<file path="src/hdl/l2c_pkg.sv">
// Shared types, key table and character helpers for the Latin-to-Cyrillic transliterator.
package l2c_pkg;

  localparam int WINDOW_DEF = 4;
  localparam int KEY_MAX    = 4;
  localparam int KEY_COUNT  = 40;
  localparam int UNIT_W     = 16;
  localparam int LEN_W      = 3;

  localparam logic [UNIT_W-1:0] CH_SPACE      = 16'h0020;
  localparam logic [UNIT_W-1:0] CH_APOS       = 16'h0027;
  localparam logic [UNIT_W-1:0] CH_UNDERSCORE = 16'h005F;
  localparam logic [UNIT_W-1:0] CH_ACUTE      = 16'h00B4;

  // Key text, first character in the low byte; unused bytes are zero.
  localparam logic [31:0] KEY_TEXT [KEY_COUNT] = '{
    32'h00000061, 32'h00000062, 32'h00000076, 32'h00000067, 32'h00000064,
    32'h00000065, 32'h00006F6A, 32'h00006F79, 32'h0000687A, 32'h0000007A,
    32'h00000069, 32'h0000006A, 32'h0000006B, 32'h0000006C, 32'h0000006D,
    32'h0000006E, 32'h0000006F, 32'h00000070, 32'h00000072, 32'h00000073,
    32'h00000074, 32'h00000075, 32'h00000066, 32'h00000068, 32'h00000078,
    32'h00000063, 32'h00006873, 32'h00686373, 32'h00000077, 32'h68636873,
    32'h00006863, 32'h00000079, 32'h000000B4, 32'h00000027, 32'h00002765,
    32'h0000656A, 32'h0000756A, 32'h00007579, 32'h0000616A, 32'h00006179
  };

  localparam logic [LEN_W-1:0] KEY_LEN [KEY_COUNT] = '{
    3'd1, 3'd1, 3'd1, 3'd1, 3'd1, 3'd1, 3'd2, 3'd2, 3'd2, 3'd1,
    3'd1, 3'd1, 3'd1, 3'd1, 3'd1, 3'd1, 3'd1, 3'd1, 3'd1, 3'd1,
    3'd1, 3'd1, 3'd1, 3'd1, 3'd1, 3'd1, 3'd2, 3'd3, 3'd1, 3'd4,
    3'd2, 3'd1, 3'd1, 3'd1, 3'd2, 3'd2, 3'd2, 3'd2, 3'd2, 3'd2
  };

  localparam logic [UNIT_W-1:0] KEY_LETTER [KEY_COUNT] = '{
    16'h0430, 16'h0431, 16'h0432, 16'h0433, 16'h0434,
    16'h0435, 16'h0451, 16'h0451, 16'h0436, 16'h0437,
    16'h0438, 16'h0439, 16'h043A, 16'h043B, 16'h043C,
    16'h043D, 16'h043E, 16'h043F, 16'h0440, 16'h0441,
    16'h0442, 16'h0443, 16'h0444, 16'h0445, 16'h0445,
    16'h0446, 16'h0448, 16'h0449, 16'h0449, 16'h0449,
    16'h0447, 16'h044B, 16'h044A, 16'h044C, 16'h044D,
    16'h044D, 16'h044E, 16'h044E, 16'h044F, 16'h044F
  };

  typedef struct packed {
    logic              wr;
    logic [UNIT_W-1:0] data;
    logic              shift;
    logic [LEN_W-1:0]  len;
  } win_ctl_t;

  typedef struct packed {
    logic [UNIT_W-1:0] unit;
    logic [LEN_W-1:0]  len;
  } res_t;

  function automatic logic is_ascii_upper(input logic [UNIT_W-1:0] c);
    return (c >= 16'h0041) && (c <= 16'h005A);
  endfunction

  function automatic logic [UNIT_W-1:0] to_upper(input logic [UNIT_W-1:0] c);
    logic [UNIT_W-1:0] r;
    r = c;
    if ((c >= 16'h0061) && (c <= 16'h007A)) r = c - 16'h0020;
    else if ((c >= 16'h0430) && (c <= 16'h044F)) r = c - 16'h0020;
    else if ((c >= 16'h0450) && (c <= 16'h045F)) r = c - 16'h0050;
    return r;
  endfunction

endpackage

</file>
<file path="src/hdl/l2c_window.sv">
// Pending-unit window: append on input, shift left by the consumed key length.
module l2c_window #(
  parameter int WINDOW = l2c_pkg::WINDOW_DEF
) (
  input  logic                          clk_i,
  input  logic                          rst_ni,
  input  l2c_pkg::win_ctl_t             ctl_i,
  output logic [l2c_pkg::UNIT_W-1:0]    head_o [l2c_pkg::KEY_MAX],
  output logic [$clog2(WINDOW+1)-1:0]   count_o
);
  import l2c_pkg::*;

  localparam int CNT_W = $clog2(WINDOW + 1);
  localparam int IDX_W = $clog2(WINDOW);

  logic [UNIT_W-1:0] units_q [WINDOW];
  logic [CNT_W-1:0]  count_q, count_d;

  always_comb begin
    count_d = count_q;
    if (ctl_i.wr) count_d = count_q + CNT_W'(1);
    else if (ctl_i.shift) count_d = count_q - CNT_W'(ctl_i.len);
  end

  always_ff @(posedge clk_i or negedge rst_ni) begin
    if (!rst_ni) count_q <= '0;
    else count_q <= count_d;
  end

  always_ff @(posedge clk_i) begin
    if (ctl_i.wr) begin
      units_q[count_q[IDX_W-1:0]] <= ctl_i.data;
    end else if (ctl_i.shift) begin
      for (int i = 0; i < WINDOW; i++) begin
        for (int k = 1; k <= KEY_MAX; k++) begin
          if ((i + k < WINDOW) && (ctl_i.len == LEN_W'(k))) units_q[i] <= units_q[i+k];
        end
      end
    end
  end

  always_comb begin
    for (int j = 0; j < KEY_MAX; j++) head_o[j] = units_q[j];
  end

  assign count_o = count_q;

endmodule

</file>
<file path="src/hdl/l2c_resolver.sv">
// Longest-key match against the head of the window; yields one unit and its length.
module l2c_resolver (
  input  logic [l2c_pkg::UNIT_W-1:0] head_i [l2c_pkg::KEY_MAX],
  input  logic [l2c_pkg::LEN_W-1:0]  avail_i,
  output l2c_pkg::res_t              res_o
);
  import l2c_pkg::*;

  logic [UNIT_W-1:0] lower [KEY_MAX];
  logic [KEY_MAX:1]  len_hit;
  logic [UNIT_W-1:0] len_letter [KEY_MAX+1];
  logic              key_hit;
  logic [UNIT_W-1:0] best;
  logic [LEN_W-1:0]  best_len;

  always_comb begin
    for (int j = 0; j < KEY_MAX; j++) begin
      lower[j] = is_ascii_upper(head_i[j]) ? head_i[j] + 16'h0020 : head_i[j];
    end
  end

  // Keys are distinct, so at most one key hits for each length.
  always_comb begin
    len_hit = '0;
    for (int l = 0; l <= KEY_MAX; l++) len_letter[l] = '0;
    for (int i = 0; i < KEY_COUNT; i++) begin
      key_hit = (KEY_LEN[i] <= avail_i);
      for (int j = 0; j < KEY_MAX; j++) begin
        if (LEN_W'(j) < KEY_LEN[i]) begin
          if ((lower[j][15:8] != 8'h00) || (lower[j][7:0] != KEY_TEXT[i][8*j +: 8]))
            key_hit = 1'b0;
        end
      end
      for (int l = 1; l <= KEY_MAX; l++) begin
        if (key_hit && (KEY_LEN[i] == LEN_W'(l))) begin
          len_hit[l]    = 1'b1;
          len_letter[l] = len_letter[l] | KEY_LETTER[i];
        end
      end
    end
  end

  always_comb begin
    best     = '0;
    best_len = '0;
    for (int l = 1; l <= KEY_MAX; l++) begin
      if (len_hit[l]) begin
        best     = len_letter[l];
        best_len = LEN_W'(l);
      end
    end
    if (best_len == '0) begin
      res_o.unit = head_i[0];
      res_o.len  = LEN_W'(1);
    end else begin
      res_o.unit = is_ascii_upper(head_i[0]) ? to_upper(best) : best;
      res_o.len  = best_len;
    end
  end

endmodule

</file>
<file path="src/hdl/latin_to_cyrillic_transliterator.sv">
// Sequencing: an item whose window does not fill leaves no result and returns to idle.
// A full window takes one resolution per cycle through the shared key matcher, unless the
// output stalls with the hold stage occupied; an end-of-text item drains up to WINDOW resolutions.
// The last kept result of an item waits in a hold stage so flags can be set, then the
// output register; input is taken only when the sequencer is idle.
// Reset (async, active low) clears the window count, sequencer, hold and output valid, mode 0.
module latin_to_cyrillic_transliterator #(
  parameter int WINDOW = l2c_pkg::WINDOW_DEF
) (
  input  logic                         clk_i,
  input  logic                         rst_ni,
  input  logic                         cfg_we_i,
  input  logic                         cfg_wdata_i,       // filename_mode
  input  logic                         s_axis_tvalid_i,
  output logic                         s_axis_tready_o,
  input  logic [l2c_pkg::UNIT_W-1:0]   s_axis_tdata_i,    // [15:0] in_char
  input  logic                         s_axis_tlast_i,    // in_last
  output logic                         m_axis_tvalid_o,
  input  logic                         m_axis_tready_i,
  output logic [l2c_pkg::UNIT_W-1:0]   m_axis_tdata_o,    // [15:0] out_char
  output logic                         m_axis_tlast_o,    // text_end
  output logic                         m_axis_tuser_o     // [0] run_last
);
  import l2c_pkg::*;

  localparam int CNT_W = $clog2(WINDOW + 1);

  typedef enum logic [1:0] {
    S_IDLE    = 2'b01,
    S_RESOLVE = 2'b10
  } state_e;

  state_e            state_q, state_d;
  logic              fn_mode_q;
  logic              last_q, last_d;
  logic              hold_v_q, hold_v_d;
  logic [UNIT_W-1:0] hold_q, hold_d;
  logic              out_v_q, out_v_d;
  logic [UNIT_W-1:0] out_q, out_d;
  logic              out_end_q, out_end_d;
  logic              out_run_q, out_run_d;

  win_ctl_t          win_ctl;
  logic [UNIT_W-1:0] head [KEY_MAX];
  logic [CNT_W-1:0]  count;
  logic [LEN_W-1:0]  avail;
  res_t              res;

  logic              in_acc, out_free, need, kept;
  logic [UNIT_W-1:0] clean;

  l2c_window #(.WINDOW(WINDOW)) u_window (
    .clk_i   (clk_i),
    .rst_ni  (rst_ni),
    .ctl_i   (win_ctl),
    .head_o  (head),
    .count_o (count)
  );

  assign avail = (count >= CNT_W'(KEY_MAX)) ? LEN_W'(KEY_MAX) : count[LEN_W-1:0];

  l2c_resolver u_resolver (
    .head_i  (head),
    .avail_i (avail),
    .res_o   (res)
  );

  assign s_axis_tready_o = (state_q == S_IDLE);
  assign in_acc          = s_axis_tvalid_i && s_axis_tready_o;
  assign out_free        = !out_v_q || m_axis_tready_i;
  assign need            = (count == CNT_W'(WINDOW)) || (last_q && (count != '0));

  // File-name cleanup of a produced unit.
  always_comb begin
    kept  = 1'b1;
    clean = res.unit;
    if (fn_mode_q) begin
      kept  = (res.unit != CH_APOS) && (res.unit != CH_ACUTE);
      clean = to_upper((res.unit == CH_SPACE) ? CH_UNDERSCORE : res.unit);
    end
  end

  always_comb begin
    state_d   = state_q;
    last_d    = last_q;
    hold_v_d  = hold_v_q;
    hold_d    = hold_q;
    out_v_d   = out_v_q && !m_axis_tready_i;
    out_d     = out_q;
    out_end_d = out_end_q;
    out_run_d = out_run_q;
    win_ctl   = '{wr: in_acc, data: s_axis_tdata_i, shift: 1'b0, len: res.len};
    case (state_q)
      S_IDLE: begin
        if (in_acc) begin
          last_d  = s_axis_tlast_i;
          state_d = S_RESOLVE;
        end
      end
      S_RESOLVE: begin
        if (need) begin
          if (!(kept && hold_v_q && !out_free)) begin
            win_ctl.shift = 1'b1;
            if (kept) begin
              if (hold_v_q) begin
                out_v_d   = 1'b1;
                out_d     = hold_q;
                out_end_d = 1'b0;
                out_run_d = 1'b0;
              end
              hold_v_d = 1'b1;
              hold_d   = clean;
            end
          end
        end else if (hold_v_q) begin
          if (out_free) begin
            out_v_d   = 1'b1;
            out_d     = hold_q;
            out_end_d = last_q;
            out_run_d = 1'b1;
            hold_v_d  = 1'b0;
            state_d   = S_IDLE;
          end
        end else begin
          state_d = S_IDLE;
        end
      end
      default: state_d = S_IDLE;
    endcase
  end

  always_ff @(posedge clk_i or negedge rst_ni) begin
    if (!rst_ni) begin
      state_q   <= S_IDLE;
      fn_mode_q <= 1'b0;
      last_q    <= 1'b0;
      hold_v_q  <= 1'b0;
      out_v_q   <= 1'b0;
    end else begin
      state_q  <= state_d;
      last_q   <= last_d;
      hold_v_q <= hold_v_d;
      out_v_q  <= out_v_d;
      if (cfg_we_i) fn_mode_q <= cfg_wdata_i;
    end
  end

  always_ff @(posedge clk_i) begin
    hold_q    <= hold_d;
    out_q     <= out_d;
    out_end_q <= out_end_d;
    out_run_q <= out_run_d;
  end

  assign m_axis_tvalid_o = out_v_q;
  assign m_axis_tdata_o  = out_q;
  assign m_axis_tlast_o  = out_end_q;
  assign m_axis_tuser_o  = out_run_q;

`ifndef SYNTHESIS
  a_idle_no_hold : assert property (@(posedge clk_i) disable iff (!rst_ni)
    (state_q == S_IDLE) |-> !hold_v_q)
    else $error("hold stage still occupied while idle");

  a_idle_room : assert property (@(posedge clk_i) disable iff (!rst_ni)
    (state_q == S_IDLE) |-> (count < CNT_W'(WINDOW)))
    else $error("window full while accepting");

  a_count_bound : assert property (@(posedge clk_i) disable iff (!rst_ni)
    count <= CNT_W'(WINDOW))
    else $error("window count overflow");

  a_accept_resolve : assert property (@(posedge clk_i) disable iff (!rst_ni)
    in_acc |=> (state_q == S_RESOLVE))
    else $error("accepted transaction not resolved");

  a_end_is_run_last : assert property (@(posedge clk_i) disable iff (!rst_ni)
    (out_v_q && out_end_q) |-> out_run_q)
    else $error("text end without run end");
`endif

endmodule

</file>
<file path="config.mk">
export PLATFORM = sky130hd
export DESIGN_NAME = latin_to_cyrillic_transliterator
export DESIGN_NICKNAME = d
export VERILOG_FILES = /design/src/hdl/l2c_pkg.sv /design/src/hdl/l2c_window.sv /design/src/hdl/l2c_resolver.sv /design/src/hdl/latin_to_cyrillic_transliterator.sv
export SDC_FILE = /design/constraint.sdc
export NUM_CORES = 1
export LEC_CHECK = 0
export ABC_AREA = 1
export BUFFER_PORTS_ARGS = -buffer_cell sky130_fd_sc_hd__buf_4
export CORE_MARGIN = 1
export CORE_UTILIZATION = 58
export CTS_CLUSTER_DIAMETER = 30
export DETAILED_ROUTE_END_ITERATION = 16
export GPL_TIMING_DRIVEN = 0
export PLACE_DENSITY_LB_ADDON = 0.05
export SLEW_MARGIN = 20
export SYNTH_ARGS = -nofsm -noshare
export SYNTH_HDL_FRONTEND = slang
export SYNTH_SLANG_ARGS = --single-unit
</file>
<file path="constraint.sdc">
create_clock -name clk_i -period 18.6 [get_ports clk_i]
set_input_delay 1.86 -clock clk_i [delete_from_list [all_inputs] [get_ports clk_i]]
set_output_delay 1.86 -clock clk_i [all_outputs]
set_load 0.01 [all_outputs]
</file>
# Yosys cells after proc, flatten, opt, wreduce, memory -nomap -nowiden

Memory sizes are Yosys's and may differ from the RTL's.
Cells that the tools add are included.

Flip-flop bits (word level): 43
Bits in writable memories: 64
Bits of input ports: 23
Output and inout bits: 20
Word-level logic and storage cells: 485
Memories kept: 1

Memories:

| name             | depth | bits a word | read ports | clocked after Yosys merged registers in | write ports | line             | text |
|---|---|---|---|---|---|---|---|
| u_window.units_q | 4     | 16          | 4          | 0                                       | 3           | l2c_window.sv:16 | `logic [UNIT_W-1:0] units_q [WINDOW];` |

Add/subtract/negate cells: 10
Order comparisons: 25
Eq/ne operators: 57
Multiplexer cells: 308
Bitwise operators: 3
Reduce and logical (&&, ||, !) cells: 71

Operators by type and width:

| operator              | number |
|---|---|
| $mux 16               | 62 |
| $mux 11               | 41 |
| $ne 8x7->1 const B    | 34 |
| $mux 1                | 184 |
| $ge 16x7->1 const B   | 6 |
| $le 16x7->1 const B   | 6 |
| $add 16x6->16 const B | 4 |
| $ge 16x11->1 const B  | 4 |
| $le 16x11->1 const B  | 4 |
| $logic_or 1x1->1      | 39 |
| $reduce_bool 8->1     | 4 |
| $sub 16x6->16 const B | 2 |
| $sub 16x7->16 const B | 2 |
| $mux 2                | 13 |
| $mux 19               | 1 |
| $mux 3                | 6 |
| $eq 16x6->1 const B   | 1 |
| $logic_and 1x1->1     | 16 |
| $ne 16x6->1 const B   | 1 |
| $ne 16x8->1 const B   | 1 |
| $ne 8x6->1 const B    | 2 |
| $reduce_or 16->1      | 1 |
| $ne 3x3->1 const B    | 5 |
| $ne 2x2->1 const B    | 4 |
| other kinds (24)      | 31 |

# Longest topological paths before layout

Gate-level depths: netlist (run 1).
An unclocked memory read counts as a cell.

Depth in word-level cells: 74
Gate-level depth with buffers: 54
Mapped depth without buffers: 53

# Cells and area by module

Synthesis (run 1) repeated with hierarchy kept, for this count alone.

Cells, all modules: 1,160
Area, all modules: 8,563.2 um^2

Modules (own cells, without submodules):

| module                           | instances | cells each | area each (um^2) |
|---|---|---|---|
| l2c_window                       | 1         | 344        | 3,311.9 |
| l2c_resolver                     | 1         | 566        | 2,980.4 |
| latin_to_cyrillic_transliterator | 1         | 250        | 2,270.9 |

# Worst setup path before layout (run 1)

No wires, ideal clock.

Kind: reg2reg
Start: memory u_window.units_q[0][13]
End: register hold_q[0], enable pin
Setup time: 0.413 ns
Arrival time: 5.523 ns
Data required time: 18.187 ns
Slack: 12.664 ns
Stages on the path, launching flop included: 38
Path through: edfxtp_1 > nor2_4 > nand2_4 > nor2_8 > nand2_2 > nor2_4 > nor2_1 > nor2_4 > nand4_4 > o21ai_4 > nand3_2 > nand2_1 > inv_1 > nand2_1 > nand2_1 > nand3_2 > inv_2 > nor2_2 > (+2 left out) > ha_1 > ha_1 > inv_1 > nand2_1 > nand2_2 > nor2_1 > nand2_1 > xnor2_1 > nand2_1 > nand2_1 > inv_1 > ha_1 > inv_1 > nor3_1 > nand3_1 > o21ai_2 > nand3_4 > nor3b_1

RTL lines:

| element                | line                                    | text |
|---|---|---|
| start: declaration     | l2c_window.sv:16                        |  |
| end signal: assignment | latin_to_cyrillic_transliterator.sv:149 | `hold_q <= hold_d;` |
| end: declaration       | latin_to_cyrillic_transliterator.sv:37  | `logic [UNIT_W-1:0] hold_q, hold_d;` |

==> summary.md, run 1 <==
| Metric | Value |
|---|---|
| Largest net degree at the start of global routing | `21` |
| Synth cell types | `55` |
| Share of cells above drive strength 1 | `0.126` |
| Most common cell after layout, fill and taps aside | `nand2_1` |
| Seq/Total Area, Yosys | `0.379` |
| Final WS setup | `11.41 ns` |
| Max Freq | `139 MHz` |
| Slew headroom | `0.476` |
| Io pins | `43` |
| First-pass GRT wire length | `37.2 mm` |
| Placed Cells incl. Taps | `1383` |
| Final antenna-violating net count | `0` |
| Slowest-stage cell, CP | `edfxtp_1` |
| First drt pass iteration count | `6` |
| Setup bufs post-CTS | `0` |
| Fin. Hold Viols | `0` |
| Nets | `1261` |
| Cell taking the most area after synthesis | `edfxtp_1` |
| CTS Buffer Depth | `2` |
| Clock skew | `0.0136 ns` |
| Multi-input logic area | `4510 um2` |
| Final setup violation count | `0` |
| Clk sinks | `107` |
| Hold_buf cts | `0` |
| Hold WC Path Type | `flop to flop` |
| CP startpoint kind | `flop` |
| Average vias per placed instance | `5.79` |
| CTS H-tree lvls | `3` |
| Crit end category | `flop` |
| Initial antenna violation count | `0` |
| CP arrival | `7.26 ns` |
| Detailed Place HPWL | `18.3 mm` |
| Final setup TNS | `0 ns` |
| Routed length per instance | `16.5 um` |
| DR iter-0 viols | `751` |
| ANT cells | `0` |
| Total track usage | `0.326` |
| Period utilization | `0.386` |
| Total core area | `14000 um2` |
| DR vias | `8094` |
| Grt ovf | `0` |
| Yosys warns | `0` |
| CTS root buffer | `clkbuf_16` |
| Critical-path maximum fanout | `12` |
| Pwr Density | `89.7 nW/um2` |
| Routed WL | `23.1 mm` |
| Die width | `122 um` |
| Max-slew violations | `0` |
| FF/Latch Area | `3170 um2` |
| Post-route cell area | `9290 um2` |
| Setup WS pre-CTS | `11.62 ns` |
| Mean Syn Cell Area | `7.24 um2` |
| Max-cap viol count | `0` |
| Least-Margin Pin Slew | `0.786 ns` |
| Max incr delay on CP | `0.51 ns` |
| Synth top area share | `0.352` |
| Vias in the first global route | `7477` |
| Tmin final | `7.19 ns` |
| Commonest cells after routing, fill and taps aside | `nand2_1, inv_1, nor2_1` |
| Post-Layout Cell Count | `1399` |
| CTS Buf Count | `9` |
| Number of synthesized register bits | `107` |
| Mapped Area | `8360 um2` |
| P_leak | `0.00434 uW` |
| Run status | `complete, no violations` |
| Initial core utilization | `0.598` |
| GP Congestion | `0.967` |
| Dpl cell area | `8990 um2` |
| PortBufs | `42` |
| Post-route DRC | `0` |
| Layout Utilization | `0.664` |
| Post-CTS resize count | `0` |
| Synthesized Nets | `1202` |
| Clock tree from TritonCTS | `built` |
| Skew-Pair Late Insertion Delay | `0.37 ns` |
| DIE AREA | `14900 um2` |
| P&R area growth vs syn | `11.2%` |
| Critical Path RT | `18.67 ns` |
| Synth top area cells | `edfxtp_1, nand2_1, nand3_1` |
| Critical path's most frequent cell | `nand2_1` |
| RSZ-0062 raised after global routing | `false` |
| Die Span Y | `122 um` |
| VDD IR-drop max | `0.0669 mV` |
| Row count | `43` |
| Fillcell total | `1277` |
| Setup Crit Path Kind | `flop to flop` |
| Reg clk slew, reported paths | `0.08 ns` |
| Post-Synthesis Cells | `1155` |
state kept, by name (all words and copies together), names as in the netlist:
register          count
u_window.units_q     64
hold_q               16
m_axis_tdata_o       16
u_window.count_o      3
state_q               2
fn_mode_q             1
hold_v_q              1
last_q                1
m_axis_tlast_o        1
m_axis_tuser_o        1
m_axis_tvalid_o       1
report_power, final:
part           switching, uW  internal (uW)
clock                   99.8           98.5
combinational            187           80.2
sequential              40.7            327
total                    328            506
cell type report:
type                    instances  area share
repair buffers                 48      0.0396
clock inverters                 6     0.00687
clock buffers                  10      0.0257
plain buffers                  20      0.0116
inverters                     164      0.0662
well taps                     180      0.0242
multi-input cells             864       0.485
flip-flops and latches        107       0.341
final timing paths:
check / slack (ns) / cells past startpoint / startpoint / end
max in group asynchronous: 17.07 / 1 / rst_ni / state_q[0]
worst max-delay path: 11.41 / 44 / u_window.units_q[0][6] / u_window.units_q[2][5]
worst max register to register: 11.41 / 44 / u_window.units_q[0][6] / u_window.units_q[2][5]
worst min register to register: 0.42 / 0 / hold_q[7] / m_axis_tdata_o[7]
worst min-delay path: 0.42 / 0 / hold_q[7] / m_axis_tdata_o[7]
min in group asynchronous: 1.31 / 1 / rst_ni / fn_mode_q
worst max-delay path, delay by kind of cell (launching register included):
family,cells,cell delay [ns]
AO/OA/AOI/OAI,6,1.05
AND/OR/NAND/NOR,24,3.15
adder cells (fa/ha/maj),4,0.80
flip-flops,1,0.51
buffers and inverters,10,1.37
cell usage after synthesis (all sizes together):
cell type,number
o2111a,1
clkbuf,7
a22oi,1
xnor2,3
nand3b,3
a21oi,31
nor4,9
o311ai,1
o31ai,4
o31a,1
o22ai,2
a211oi,2
ha,23
nor3,39
a21boi,1
inv,162
edfxtp,98
dfstp,1
dfrtp,8
clkinv,2
o211ai,31
o21ai,66
nor3b,1
nand4,33
nand2,321
nor2,163
o21a,1
buf,13
xor2,3
fa,1
nand3,115
a31oi,2
and3,2
or2,3
a32o,1
layer usage:
metal	vias to the layer above	GRT usage	part of all wire
met3	50	0.0445	0.064
met4	0	0.146	0.037
li1	3987	-	-
met5	-	0	0
met1	3692	0.425	0.43
met2	365	0.540	0.47
stage by stage:
step / hold slack [ns] / power (uW)
5_1_grt: 0.431 / 876
4_1_cts: 0.423 / 830
2_1_floorplan: 0.400 / 537
3_3_place_gp: 0.402 / 619
6_report: 0.422 / 833
3_5_place_dp: 0.405 / 636
cell families (layout without fill, tap and decap cells):
family                   count (synthesis)  in the layout  share of synthesized area
AO/OA/AOI/OAI                          145            145                      0.108
AND/OR/NAND/NOR                        689            689                      0.384
XOR/XNOR                                 6              6                    0.00629
flip-flops                             107            107                      0.379
adder cells (fa/ha/maj)                 24             24                     0.0368
buffers and inverters                  184            248                     0.0865
Power figures use the tool's default switching activity.
==> run 2, diff against run 1 <==
Clock period 18.6 ns to 6.72 ns, I/O delays scaled along.
==> summary.md, run 2 (synthesized netlist as in run 1, its figures left out) <==
| Metric | Value |
|---|---|
| Run status | `complete, no violations` |
| Clock skew | `0.0150 ns` |
| Total core area | `14000 um2` |
| Final antenna-violating net count | `0` |
| Detailed Place HPWL | `18.3 mm` |
| CTS Buffer Depth | `2` |
| Clk sinks | `107` |
| FF/Latch Area | `3170 um2` |
| P_leak | `0.00451 uW` |
| Die width | `122 um` |
| DR iter-0 viols | `714` |
| Grt ovf | `0` |
| CP arrival | `6.53 ns` |
| Hold_buf cts | `0` |
| Slowest-stage cell, CP | `edfxtp_1` |
| P&R area growth vs syn | `15.7%` |
| CTS Buf Count | `9` |
| PortBufs | `42` |
| Slew headroom | `0.479` |
| Switching pwr | `930 uW` |
| Setup Crit Path Kind | `flop to flop` |
| Least-Margin Pin Slew | `0.782 ns` |
| Vias in the first global route | `7569` |
| Fillcell total | `1239` |
| Post-route DRC | `0` |
| Critical-path maximum fanout | `10` |
| Placed Cells incl. Taps | `1383` |
| Critical Path RT | `6.80 ns` |
| Pwr Density | `245 nW/um2` |
| Post-Layout Cell Count | `1430` |
| Initial core utilization | `0.598` |
| Max Freq | `155 MHz` |
| Max reg flops | `64` |
| Routed length per instance | `16.6 um` |
| Total track usage | `0.332` |
| Routed WL | `23.8 mm` |
| First drt pass iteration count | `5` |
| Average vias per placed instance | `5.80` |
| CP startpoint kind | `flop` |
| GP Congestion | `0.967` |
| Max incr delay on CP | `0.42 ns` |
| Crit end category | `flop` |
| DIE AREA | `14900 um2` |
| Reg-to-Reg Start | `u_window.units_q[0][10]` |
| Fin. Hold Viols | `0` |
| Row count | `43` |
| Tmin final | `6.45 ns` |
| Critical Path Source | `u_window.units_q[0][10]` |
| Setup WS pre-CTS | `-0.261 ns` |
| Max-slew violations | `0` |
| Gate power share | `0.340` |
| Clock group share of total power | `0.233` |
| Largest net degree at the start of global routing | `21` |
| Int Pwr | `1440 uW` |
| Io pins | `43` |
| Clock tree from TritonCTS | `built` |
| Critical path's most frequent cell | `nand2_1` |
| Max-cap viol count | `0` |
| First-pass GRT wire length | `37.7 mm` |
| Reg with most FFs | `u_window.units_q` |
| Skew-Pair Late Insertion Delay | `0.37 ns` |
| Die Span Y | `122 um` |
| Switch share | `0.393` |
| DR vias | `8291` |
| Hold WC Path Type | `primary input to asynchronous set/reset pin` |
| CTS H-tree lvls | `3` |
| Period utilization | `0.960` |
| Most common cell after layout, fill and taps aside | `nand2_1` |
| Initial antenna violation count | `0` |
| R2R setup slack | `0.27 ns` |
| Share of cells above drive strength 1 | `0.168` |
| CTS root buffer | `clkbuf_16` |
| Final setup violation count | `0` |
| Multi-input logic area | `4620 um2` |
| Nets | `1292` |
| Part of the power in registers | `0.427` |
| VDD IR-drop max | `0.184 mV` |
| R2R depth | `44` |
| Reg clk slew, reported paths | `0.08 ns` |
| Worst flop-to-flop path endpoint | `u_window.units_q[2][5]` |
| Commonest cells after routing, fill and taps aside | `nand2_1, inv_1, nor2_1` |
| ANT cells | `0` |
| Crit path capture | `u_window.units_q[2][5]` |
| Final WS setup | `0.270 ns` |
-- run 2: cell types whose count changed in the layout (fill, tap and decap cells not counted), moves of 3 or more --
cell,previous run,this run
nand2_1,303,295
buf_2,8,5
nor2_4,6,14
nor2_1,145,139
buf_4,46,77
nand2_2,14,22
inv_1,145,142
nand3_1,109,106
-- run 2: cell type report --
cell class,count,share of cell area
Multi-Input combinational cell,864,0.478
Sequential cell,107,0.328
Timing Repair Buffer,80,0.0645
Inverter,164,0.0639
Clock buffer,10,0.0247
Tap cell,180,0.0233
Buffer,19,0.0114
Clock inverter,6,0.00660
-- run 2: per-layer routing --
metal  up-vias  GRT usage  share of wire
li1       4074          -              -
met1      3755      0.431           0.42
met2       390      0.554           0.48
met3        72     0.0510          0.066
met4         0      0.130          0.037
met5         -          0              0
-- run 2: through the flow --
step	TNS [ns]	hold WS [ns]	area [um2]	power [uW]	utilization
after floorplan	0	0.376	8360	1490	-
after global routing	-0.121	0.115	9670	2490	0.692
after detailed placement	-6.55	0.405	8990	1760	0.643
after global placement	-32.65	0.402	8900	1710	0.636
after CTS	0	0.119	9400	2320	0.672
final	0	0.115	9670	2370	0.692
-- run 2: power by group through the flow --
stage                     Combinational, uW  Sequential [uW]  Clock (uW)
after detailed placement                731             1030           0
after floorplan                         488              999           0
after global routing                    893             1020         571
after CTS                               763             1010         549
final                                   805             1010         551
after global placement                  684             1030           0
-- run 2: repair_timing --
| action | CTS | global route |
|---|---|---|
| gates resized for setup | 8 | 36 |
| pin swaps | 6 | 19 |
| setup buffers | 11 | 20 |
| cloned | 1 | 0 |
| setup endpoints to repair | 79 | 105 |
-- run 2: worst min-delay path by stage --
stage                          start                 end  slack (ns)
after floorplan               rst_ni           fn_mode_q        0.38
after global placement     hold_q[7]   m_axis_tdata_o[7]        0.40
after detailed placement  hold_q[12]  m_axis_tdata_o[12]        0.40
after CTS                     rst_ni          state_q[1]        0.12
after global routing          rst_ni          state_q[1]        0.11
final                         rst_ni           fn_mode_q        0.11
-- run 2: worst max-delay path, delay by kind of cell (launching register included) --
family	cells	cell delay (ns)
AND/OR/NAND/NOR	26	3.04
adder cells (fa/ha/maj)	4	0.71
buffers and inverters	9	1.07
AO/OA/AOI/OAI	5	0.90
flip-flops	1	0.42
